[config.mk]
export PLATFORM = sky130hd
export DESIGN_NAME = rcwp_ram
export DESIGN_NICKNAME = d
export VERILOG_FILES = /design/src/hw/rtl/rcwp_ram.sv
export SDC_FILE = /design/constraint.sdc
export NUM_CORES = 1
export LEC_CHECK = 0
export BUFFER_PORTS_ARGS = -buffer_cell sky130_fd_sc_hd__clkbuf_2
export CAP_MARGIN = 5
export CORE_ASPECT_RATIO = 0.6
export CORE_MARGIN = 3
export CORE_UTILIZATION = 45
export DETAILED_ROUTE_END_ITERATION = 8
export GPL_ROUTABILITY_DRIVEN = 0
export GPL_TIMING_DRIVEN = 0
export PLACE_DENSITY_LB_ADDON = 0.05
export SETUP_SLACK_MARGIN = 0.15
export SYNTH_ARGS = -nofsm -noshare
export SYNTH_HDL_FRONTEND = slang
export SYNTH_SLANG_ARGS = --single-unit
[constraint.sdc]
create_clock -name clk -period 1.7 [get_ports clk]
set_input_delay 0.085 -clock clk [delete_from_list [all_inputs] [get_ports clk]]
set_output_delay 0.085 -clock clk [all_outputs]
set_load 0.01 [all_outputs]
[src/hw/rtl/rcwp_ram.sv]
// Generic simple dual-port RAM with one write port and a registered read port.
`timescale 1ns / 1ps

module rcwp_ram #(
    parameter int WIDTH = 8,
    parameter int DEPTH = 16,
    localparam int ADDR_W = (DEPTH > 1) ? $clog2(DEPTH) : 1
) (
    input  logic              clk,
    input  logic              wr_en,
    input  logic [ADDR_W-1:0] wr_addr,
    input  logic [WIDTH-1:0]  wr_data,
    input  logic              rd_en,
    input  logic [ADDR_W-1:0] rd_addr,
    output logic [WIDTH-1:0]  rd_data
);

    logic [WIDTH-1:0] mem_reg [DEPTH];
    logic [WIDTH-1:0] rd_data_reg;

    always_ff @(posedge clk)
    begin
        if (wr_en)
        begin
            mem_reg[wr_addr] <= wr_data;
        end
        if (rd_en)
        begin
            rd_data_reg <= mem_reg[rd_addr];
        end
    end

    assign rd_data = rd_data_reg;

endmodule

* After elaboration in Yosys (flattened, before gate mapping)
Memories as Yosys holds them, arrays and structs flattened. A register that Yosys moved wholly into a read port is not among the register bits.
Index checks and enable logic that the tools add are counted.
Widths: inputs -> output; s select.
** Storage, ports and cells
- Bits in writable memories :: 128
- Input bits :: 19
- Memories :: 1
- Flip-flop bits (word level) :: 0
- Output and inout port bits :: 8
** Memory list
- mem_reg :: depth 16, width 8, read ports 1, clocked after Yosys merged registers in 1, wr ports 1, line 18 : logic [WIDTH-1:0] mem_reg [DEPTH];
** Operators by class
- Mux-type cells :: 2
** Operator list (count)
- $mux 1 :: 2

* Logic depth before layout (Yosys ltp)
Gate-level depths: netlist (run 1).
- Depth in word-level cells :: 2
- Depth in mapped cells :: 5
- Depth with buffers taken out :: 3

* Worst setup path after synthesis (run 1)
OpenSTA, ideal clock, no wires.
- Kind :: input to register
- From :: input wr_addr[2]
- To :: memory mem_reg[0][0], enable pin
- Cell stages on the path :: 2
- Setup slack :: 122 ps
- Setup time :: 383 ps
- Buffers on the path :: 0
- Arrival time :: 1195 ps
- Cells stage by stage :: or3b_2 -> nor3_1
** RTL lines
- start, declared :: line 11 : input logic [ADDR_W-1:0] wr_addr,
- end, declared :: line 18
Straight into the memory's write port.

==> impl_metrics.csv, run 1 <==
group,metric,value,unit
run_status,status,"completed",
clocking,cts_max_level,4,
critical_path,start_kind,"flip-flop",
critical_path,startpoint,"mem_reg[6][1]",
clocking,cts_max_path_buffers,2,
floorplanning,dieArea,12990,um^2
floorplanning,die_width,145.1,um
clocking,cts_root_buffer,"clkbuf_16",
sta,fin_crit,1459,ps
sta,holdWs,107.3,ps
critical_path,path_max_fanout,1,
logic_synthesis,synth_commonest_cells,"edfxtp_1 (136), mux4_2 (18), a22oi_1 (16)",
logic_synthesis,synthArstFlopShare,0,%
power,internal_power,6.212,mW
clocking,postCtsHoldBufs,0,
worst_hold_path,holdCritPathClass,"primary input to flip-flop",
cells_and_area,antenna-diode-count,0,
logic_synthesis,synth-main-ff-cell,"edfxtp_1",
clocking,cts_tree,"yes",
power,swShare,20.20,%
cells_and_area,nets,295,
floorplanning,die_height,89.49,um
power,ir_drop,706.0,uV
logic_synthesis,synth_edf_count,136,
sta,setup_slack,241.3,ps
flow_run,cap_violations,0,
global_route,grt_start_max_net_pins,17,
logic_synthesis,syn-cell-area,5228,um^2
power,comb_power_share,4.7,%
global_route,antenna_found_initial,0,
power,sequentialPowerShare,48.8,%
routing,routed_wl,10770,um
floorplanning,initial_core_util,47.70,%
logic_synthesis,synth.most_common_cell,"edfxtp_1",
clocking,cts_setup_buffers,0,
cells_and_area,fin_cells,444,
sta,finClkSkew,7.235,ps
worst_hold_path,hp-start,"wr_data[6]",
clocking,post_cts_resized,0,
floorplanning,core_area,10960,um^2
placed_design,place_ws,-293.8,ps
sta,setup_viol,0,
routing,drt.antenna.violating_nets,0,
placed_design,place_inst,411,
placed_design,place_hpwl,7009,um
routing,wl_per_cell,24.26,um
logic_synthesis,synth.area.top_cells,"edfxtp_1 (78%), mux4_2 (7.8%), mux4_1 (7.0%), a22oi_1 (2.3%), nor2_1 (0.93%)",
routing,drt-initial-drc-count,245,
critical_path,rr_worst_depth,3,
global_route,grt_pass1_wl,16170,um
cells_and_area,largest_reg_flops,128,
critical_path,r2r_start,"mem_reg[6][1]",
global_route,overflow,0,
sta,fmax,0.6855,GHz
logic_synthesis,synthesis.nets,248,
power,switching_power,1.572,mW
global_route,grt_pass1_vias,2570,
logic_synthesis,ys_seq_area_share,78.12,%
placed_design,io_buffers,25,
worst_hold_path,whs_path_depth,1,
cells_and_area,area_delta_synth_final,17.78,%
power,p_clk_share,46.5,%
routing,vias,2510,
clocking,insertion_delay,410,ps
sta,tightest_slew,993.7,ps
critical_path,arrival,1610,ps
sta,slew_violations,0,
sta,final_hold_viol_count,0,
clocking,clock-sinks,136,
logic_synthesis,synth.top_cell.area_share,78.12,%
logic_synthesis,syn_area_per_cell,22.83,um^2
logic_synthesis,yosysTopAreaCell,"edfxtp_1",
cells_and_area,drive_gt1_share,30.80,%
global_route,grt_util_all_layers,17.99,%
floorplanning,num_rows,29,
sta,rsz0062_at_grt,"false",
routing,remaining_drc_errors,0,
critical_path,r2r_slack,240,ps
clocking,cts_buffers,17,
logic_synthesis,syn_inst,229,
critical_path,critPathCaptureType,"flip-flop",
power,powerDensity,1264,nW/um^2
floorplanning,ios,27,
critical_path,critPathKind,"flip-flop to flip-flop",
sta,period_share,85.81,%
logic_synthesis,ys_types,18,
routing,vias_per_cell,5.653,
logic_synthesis,yosys_warnings,0,
clocking,cts.clk_slew.worst_paths,60,ps
sta,maxSlewHeadroom,33.51,%
power,power_leakage,2.053,nW
routing,dr.pass1.iters,4,
logic_synthesis,synth_seq_cells,136,
critical_path,cp.required,1850,ps
power by group through the flow:
stage / logic (mW) / clock network (mW) / registers [mW]
floorplan: 0.191 / 0 / 3.87
global placement: 0.359 / 0 / 3.87
detailed placement: 0.367 / 0 / 3.87
CTS: 0.366 / 3.68 / 3.80
global route: 0.395 / 3.84 / 3.80
finish: 0.363 / 3.62 / 3.80
final timing paths:
path                        end
setup / recovery     rd_data[1]
hold / removal    mem_reg[6][6]
setup reg to reg     rd_data[1]
hold reg to reg      rd_data[6]
layout by cell type, fill, tap and decap left out, types with 2 or more instances in the layout:
cell	instances
edfxtp_1	136
clkbuf_2	25
mux4_2	19
clkbuf_16	17
a22oi_1	15
nor2_1	13
mux4_1	13
nand2_1	9
buf_2	5
clkinv_2	4
buf_6	3
clkdlybuf4s25_2	3
nor3_1	3
clkinvlp_4	3
bufinv_16	3
buf_4	2
nand3b_1	2
nand2b_1	2
clkinv_1	2
clkinv_4	2
logic make-up after synthesis:
| family | synth area share [%] |
|---|---|
| multiplexers | 14.79 |
| buffers and inverters | 1.651 |
| flip-flops | 78.12 |
| AND/OR/NAND/NOR | 3.136 |
| AO/OA/AOI/OAI | 2.298 |
metal layers:
metal	vias to the layer above	wire length [um]	track usage (%)
li1	1081	-	-
met1	1326	5245	27.04
met2	96	4757	26.02
met3	7	706	3.901
met4	0	63	7.235
met5	-	0	0
worst max-delay path: stages (launching register included):
cell and delay, ps:
edfxtp_1 370, mux4_1 590, a22oi_1 170, nand2_1 80
per-stage QoR:
| stage | cell area [um^2] | utilization, % | power [mW] | TNS (ps) |
|---|---|---|---|---|
| final | 6157 | 56.19 | 7.785 | 0 |
| after global routing | 6157 | 56.19 | 8.040 | 0 |
| after CTS | 6151 | 56.13 | 7.846 | 0 |
| after detailed placement | 5564 | 50.78 | 4.235 | -5884 |
| after global placement | 5552 | 50.66 | 4.225 | -7702 |
| after floorplan | 5233 | - | 4.061 | 0 |
final cells by class:
cell class / count / area (um^2)
Buffer: 10 / 86.33
Clock buffer: 18 / 429.2
Clock inverter: 14 / 157.7
Fill cell: 818 / 4801
Multi-Input combinational cell: 83 / 1064
Sequential cell: 136 / 4084
Tap cell: 155 / 193.9
Timing Repair Buffer: 28 / 142.6
No activity file was read; power rests on OpenSTA's default activity.
==> run 2, diff against run 1 <==
Settings changed: BUFFER_PORTS_ARGS -buffer_cell sky130_fd_sc_hd__clkbuf_2 to unset, DONT_BUFFER_PORTS set to 1.
==> run 2 against run 1 <==
Compared with the run above: die area unchanged; hold slack got worse by 14 ps; routed wire length is 3.0% lower; global-route usage fell by 0.42 points; worst setup slack got worse by 45 ps.
==> impl_metrics.csv, run 2 (synthesis gave the netlist of run 1 again) <==
group,metric,value,unit
sta,fin_tns_setup,0,ps
global_route,overflow,0,
cells_and_area,drive_gt1_share,22.43,%
sta,setup_viol,0,
critical_path,critPathCapture,"rd_data[1]",
clocking,cts_buffers,17,
critical_path,rr_worst_depth,3,
critical_path,r2r_slack,200,ps
critical_path,arrival,1640,ps
cells_and_area,fill_cells,838,
sta,fin_crit,1503,ps
routing,drt-initial-drc-count,232,
placed_design,place_area,5431,um^2
clocking,cts.clk_slew.worst_paths,50,ps
floorplanning,die_height,89.49,um
worst_hold_path,holdCritPathClass,"primary input to flip-flop",
floorplanning,die_width,145.1,um
cells_and_area,fin_util,55.85,%
cells_and_area,antenna-diode-count,0,
sta,final_hold_viol_count,0,
cells_and_area,nets,280,
cells_and_area,fin_cells,427,
clocking,cts_max_path_buffers,2,
clocking,clock-sinks,136,
placed_design,io_buffers,0,
cells_and_area,layout_commonest_cell,"edfxtp_1",
placed_design,place_hpwl,6959,um
cells_and_area,final_cell_mix,"edfxtp_1 (136), mux4_2 (18), clkbuf_16 (17), a22oi_1 (15), mux4_1 (14)",
clocking,cts_tree,"yes",
power,ir_drop,848.3,uV
sta,slew_violations,0,
power,power_leakage,1.977,nW
critical_path,cp.required,1840,ps
critical_path,timing.rr.end,"rd_data[1]",
critical_path,critPathCaptureType,"flip-flop",
floorplanning,ios,27,
floorplanning,num_rows,29,
global_route,grt_pass1_vias,2607,
routing,vias,2386,
global_route,grt_pass1_wl,16020,um
clocking,cts_max_level,4,
floorplanning,core_area,10960,um^2
sta,period_share,88.43,%
routing,dr.pass1.iters,4,
sta,finClkSkew,9.195,ps
floorplanning,dieArea,12990,um^2
cells_and_area,largest_reg_flops,128,
routing,wl_per_cell,24.47,um
clocking,cts_root_buffer,"clkbuf_16",
global_route,grt_start_max_net_pins,17,
sta,maxSlewHeadroom,37.11,%
placed_design,place_inst,384,
power,powerDensity,1227,nW/um^2
flow_run,cap_violations,0,
global_route,antenna_found_initial,0,
routing,routed_wl,10450,um
routing,vias_per_cell,5.588,
run_status,status,"completed",
cells_and_area,design_area,6120,um^2
sta,rsz0062_at_grt,"false",
routing,drt.antenna.violating_nets,0,
critical_path,startpoint,"mem_reg[9][1]",
global_route,grt_util_all_layers,17.57,%
routing,remaining_drc_errors,0,
sta,tightest_slew,939.9,ps
critical_path,r2r_start,"mem_reg[9][1]",
sta,fmax,0.6652,GHz
cells_and_area,area_delta_synth_final,17.07,%
critical_path,start_kind,"flip-flop",
floorplanning,initial_core_util,47.70,%
power,total_power,7.509,mW
critical_path,path_max_fanout,1,
clocking,insertion_delay,400,ps
critical_path,critPathKind,"flip-flop to flip-flop",
run 2: changes by cell type in the layout (fill, tap and decap cells not counted), moves of 2 or more:
cell | previous run | this run
buf_2 | 5 | 3
nor3_1 | 3 | 0
clkbuf_2 | 25 | 0
clkinv_4 | 2 | 0
dlygate4sd3_1 | 0 | 13
nor3_2 | 1 | 4
run 2: critical path: stages, from the launching register on:
cell,delay [ps]
edfxtp_1,360
mux4_1,510
a22oi_1,250
nand2_2,110
run 2: final cells by class:
type	count	area [um^2]	area share [%]
Buffer	10	86.33	1.411
Clock buffer	18	429.2	7.013
Clock inverter	12	111.4	1.820
Multi-Input combinational cell	83	1085	17.73
Sequential cell	136	4084	66.73
Tap cell	155	193.9	3.169
Timing Repair Buffer	13	130.1	2.126
run 2: routing by layer:
layer / share of wire [%] / vias to the layer above / GRT usage (%)
met5: 0 / - / 0
met4: 1.2 / 0 / 6.977
met3: 6.1 / 10 / 4.965
met2: 46 / 78 / 26.57
met1: 47 / 1253 / 24.72
li1: - / 1045 / -
run 2: power by group:
group	switching [mW]	internal [mW]
clock	1.26	2.11
sequential	0.0275	3.78
combinational	0.190	0.143
total	1.48	6.03
run 2: timing repair:
action	CTS	global route
endpoints found under the setup margin	0	1
hold buffers	11	2
resized for setup	0	2
hold endpoints to repair	152	16
buffers inserted	0	0
run 2: worst min-delay path by stage:
stage | from | end | slack (ps) | depth (start not counted)
4_1_cts | wr_addr[0] | mem_reg[12][5] | 60 | 1
3_5_place_dp | wr_data[7] | mem_reg[6][7] | 180 | 0
5_1_grt | rd_addr[1] | rd_data[7] | 100 | 3
3_3_place_gp | wr_data[0] | mem_reg[6][0] | 180 | 0
6_report | rd_addr[1] | rd_data[0] | 90 | 3
2_1_floorplan | wr_data[0] | mem_reg[0][0] | 180 | 0
run 2: metrics by stage:
stage / hold WS (ps) / setup slack [ps]
2_1_floorplan: 183.9 / 332.6
3_3_place_gp: 184.8 / -211.5
3_5_place_dp: 184.7 / -203.6
4_1_cts: 64.45 / 195.8
5_1_grt: 99.04 / 159.9
6_report: 93.74 / 196.7
==> run 3, diff against run 2 <==
Settings changed: MAX_ROUTING_LAYER set to met4.
==> run 3 against run 2 <==
Compared with the run above: die area unchanged; hold slack got worse by 9.3 ps; design area stayed put; clock skew down 0.71 ps; highest routed layer unchanged; maximum frequency increased by 0.62%; sequential cell count unchanged; sequential power hardly changed; critical path depth did not move; global-route usage is 0.61 points higher; final cell count stayed put.
==> impl_metrics.csv, run 3 (synthesis gave the netlist of run 1 again) <==
group,metric,value,unit
run_status,status,"completed",
routing,dr.pass1.iters,4,
worst_hold_path,holdCritPathClass,"primary input to flip-flop",
critical_path,rr_worst_depth,3,
clocking,cts_setup_buffers,0,
cells_and_area,layout_commonest_cell,"edfxtp_1",
global_route,grt_use_met3,5.117,%
clocking,cts_root_buffer,"clkbuf_16",
critical_path,cp.required,1840,ps
critical_path,critical_path_depth,3,
critical_path,arrival,1640,ps
clocking,clock-sinks,136,
cells_and_area,antenna-diode-count,0,
cells_and_area,fill_cells,838,
sta,slew_violations,0,
critical_path,path_max_fanout,1,
critical_path,critPathCaptureType,"flip-flop",
global_route,grt_pass1_vias,2604,
sta,fin_tns_setup,0,ps
power,internal_power,6.032,mW
placed_design,place_hpwl,6959,um
sta,rsz0062_at_grt,"false",
clocking,cts_tree,"yes",
sta,setup_viol,0,
cells_and_area,area_delta_synth_final,17.07,%
placed_design,place_inst,384,
floorplanning,dieArea,12990,um^2
global_route,overflow,0,
floorplanning,ios,27,
routing,routed_wl,10480,um
sta,final_hold_viol_count,0,
sta,period_share,87.89,%
global_route,gr-usage-met1,24.65,%
sta,maxSlewHeadroom,36.75,%
cells_and_area,drive_gt1_share,22.43,%
floorplanning,core_area,10960,um^2
sta,setup_slack,205.9,ps
power,p_clk_share,44.9,%
critical_path,slowest_stage,"mux4_1",
routing,drt.antenna.violating_nets,0,
floorplanning,initial_core_util,47.70,%
worst_hold_path,whs_path_depth,3,
critical_path,critPathBufInv,0,
critical_path,path_delay_family,"multiplexers",
sta,fmax,0.6693,GHz
cells_and_area,largest_reg_flops,128,
routing,wl_per_cell,24.55,um
routing,remaining_drc_errors,0,
global_route,grt_util_all_layers,18.18,%
cells_and_area,fin_cells,427,
clocking,insertion_delay,410,ps
clocking,cts_buffers,17,
critical_path,critPathKind,"flip-flop to flip-flop",
global_route,antenna_found_initial,0,
placed_design,io_buffers,0,
power,comb_power_share,4.4,%
power,powerDensity,1230,nW/um^2
sta,fin_crit,1494,ps
clocking,cts.clk_slew.worst_paths,50,ps
clocking,cts_max_path_buffers,2,
global_route,grt_busiest_layer,"met2",
power,total_power,7.526,mW
floorplanning,die_width,145.1,um
global_route,grt_start_max_net_pins,17,
routing,drt-initial-drc-count,264,
global_route,grt_pass1_wl,16030,um
power,switching_power,1.494,mW
placed_design,place_ws,-203.6,ps
sta,finClkSkew,8.485,ps
critical_path,start_kind,"flip-flop",
sta,tightest_slew,945.3,ps
power,ir_drop,862.9,uV
clocking,cts_max_level,4,
global_route,grt_use_met2,26.62,%
cells_and_area,final_cell_mix,"edfxtp_1 (136), mux4_2 (18), clkbuf_16 (17), a22oi_1 (15), mux4_1 (14)",
flow_run,cap_violations,0,
critical_path,max_stage_delay,510,ps
critical_path,crit_chain,"mux4_1 > a22oi_1 > nand2_2",
cells_and_area,nets,280,
routing,vias,2432,
power,power_leakage,1.977,nW
power,swShare,19.85,%
floorplanning,num_rows,29,
power,sequentialPowerShare,50.6,%
floorplanning,die_height,89.49,um
routing,vias_per_cell,5.696,
run 3: cell counts in the layout (fill, tap and decap cells not counted):
Identical to the previous run, type by type.
run 3: layout make-up:
cell class	instances	area [um^2]	area share, %
Multi-Input combinational cell	83	1085	17.73
Clock buffer	18	429.2	7.013
Tap cell	155	193.9	3.169
Timing Repair Buffer	13	130.1	2.126
Buffer	10	86.33	1.411
Sequential cell	136	4084	66.73
Clock inverter	12	111.4	1.820
run 3: through the flow:
step                instance area (um^2)  util, %  hold WS, ps
floorplan                           5233        -        183.9
global placement                    5426    49.52        184.8
detailed placement                  5431    49.57        184.7
CTS                                 6082    55.50        64.45
global route                        6120    55.85        97.52
finish                              6120    55.85        84.45
run 3: routing by layer:
layer	vias to the layer above	wire, um	part of all wire, %
met4	0	197	1.9
li1	1047	-	-
met5	-	0	0
met1	1286	5011	48
met3	17	567	5.4
met2	82	4707	45
run 3: worst paths after layout:
check	start	end	slack [ps]
max	mem_reg[9][1]	rd_data[1]	210
min	rd_addr[1]	rd_data[0]	80
max reg2reg	mem_reg[9][1]	rd_data[1]	210
min reg2reg	mem_reg[4][4]	rd_data[4]	760
run 3: worst register-to-register path: stages (launching register included):
cell      delay (ps)
edfxtp_1         360
mux4_1           510
a22oi_1          250
nand2_2          110
run 3: repair_timing:
action,CTS,global route
gates resized for setup,0,2
endpoints found under the setup margin,0,1
hold endpoints to repair,152,16
hold buffers,11,2
run 3: power by group through the flow:
stage / Clock [mW] / Sequential, mW / Combinational [mW]
floorplan: 0 / 3.87 / 0.191
CTS: 3.41 / 3.81 / 0.330
global route: 3.58 / 3.82 / 0.362
finish: 3.38 / 3.81 / 0.333
global placement: 0 / 3.88 / 0.252
detailed placement: 0 / 3.88 / 0.259
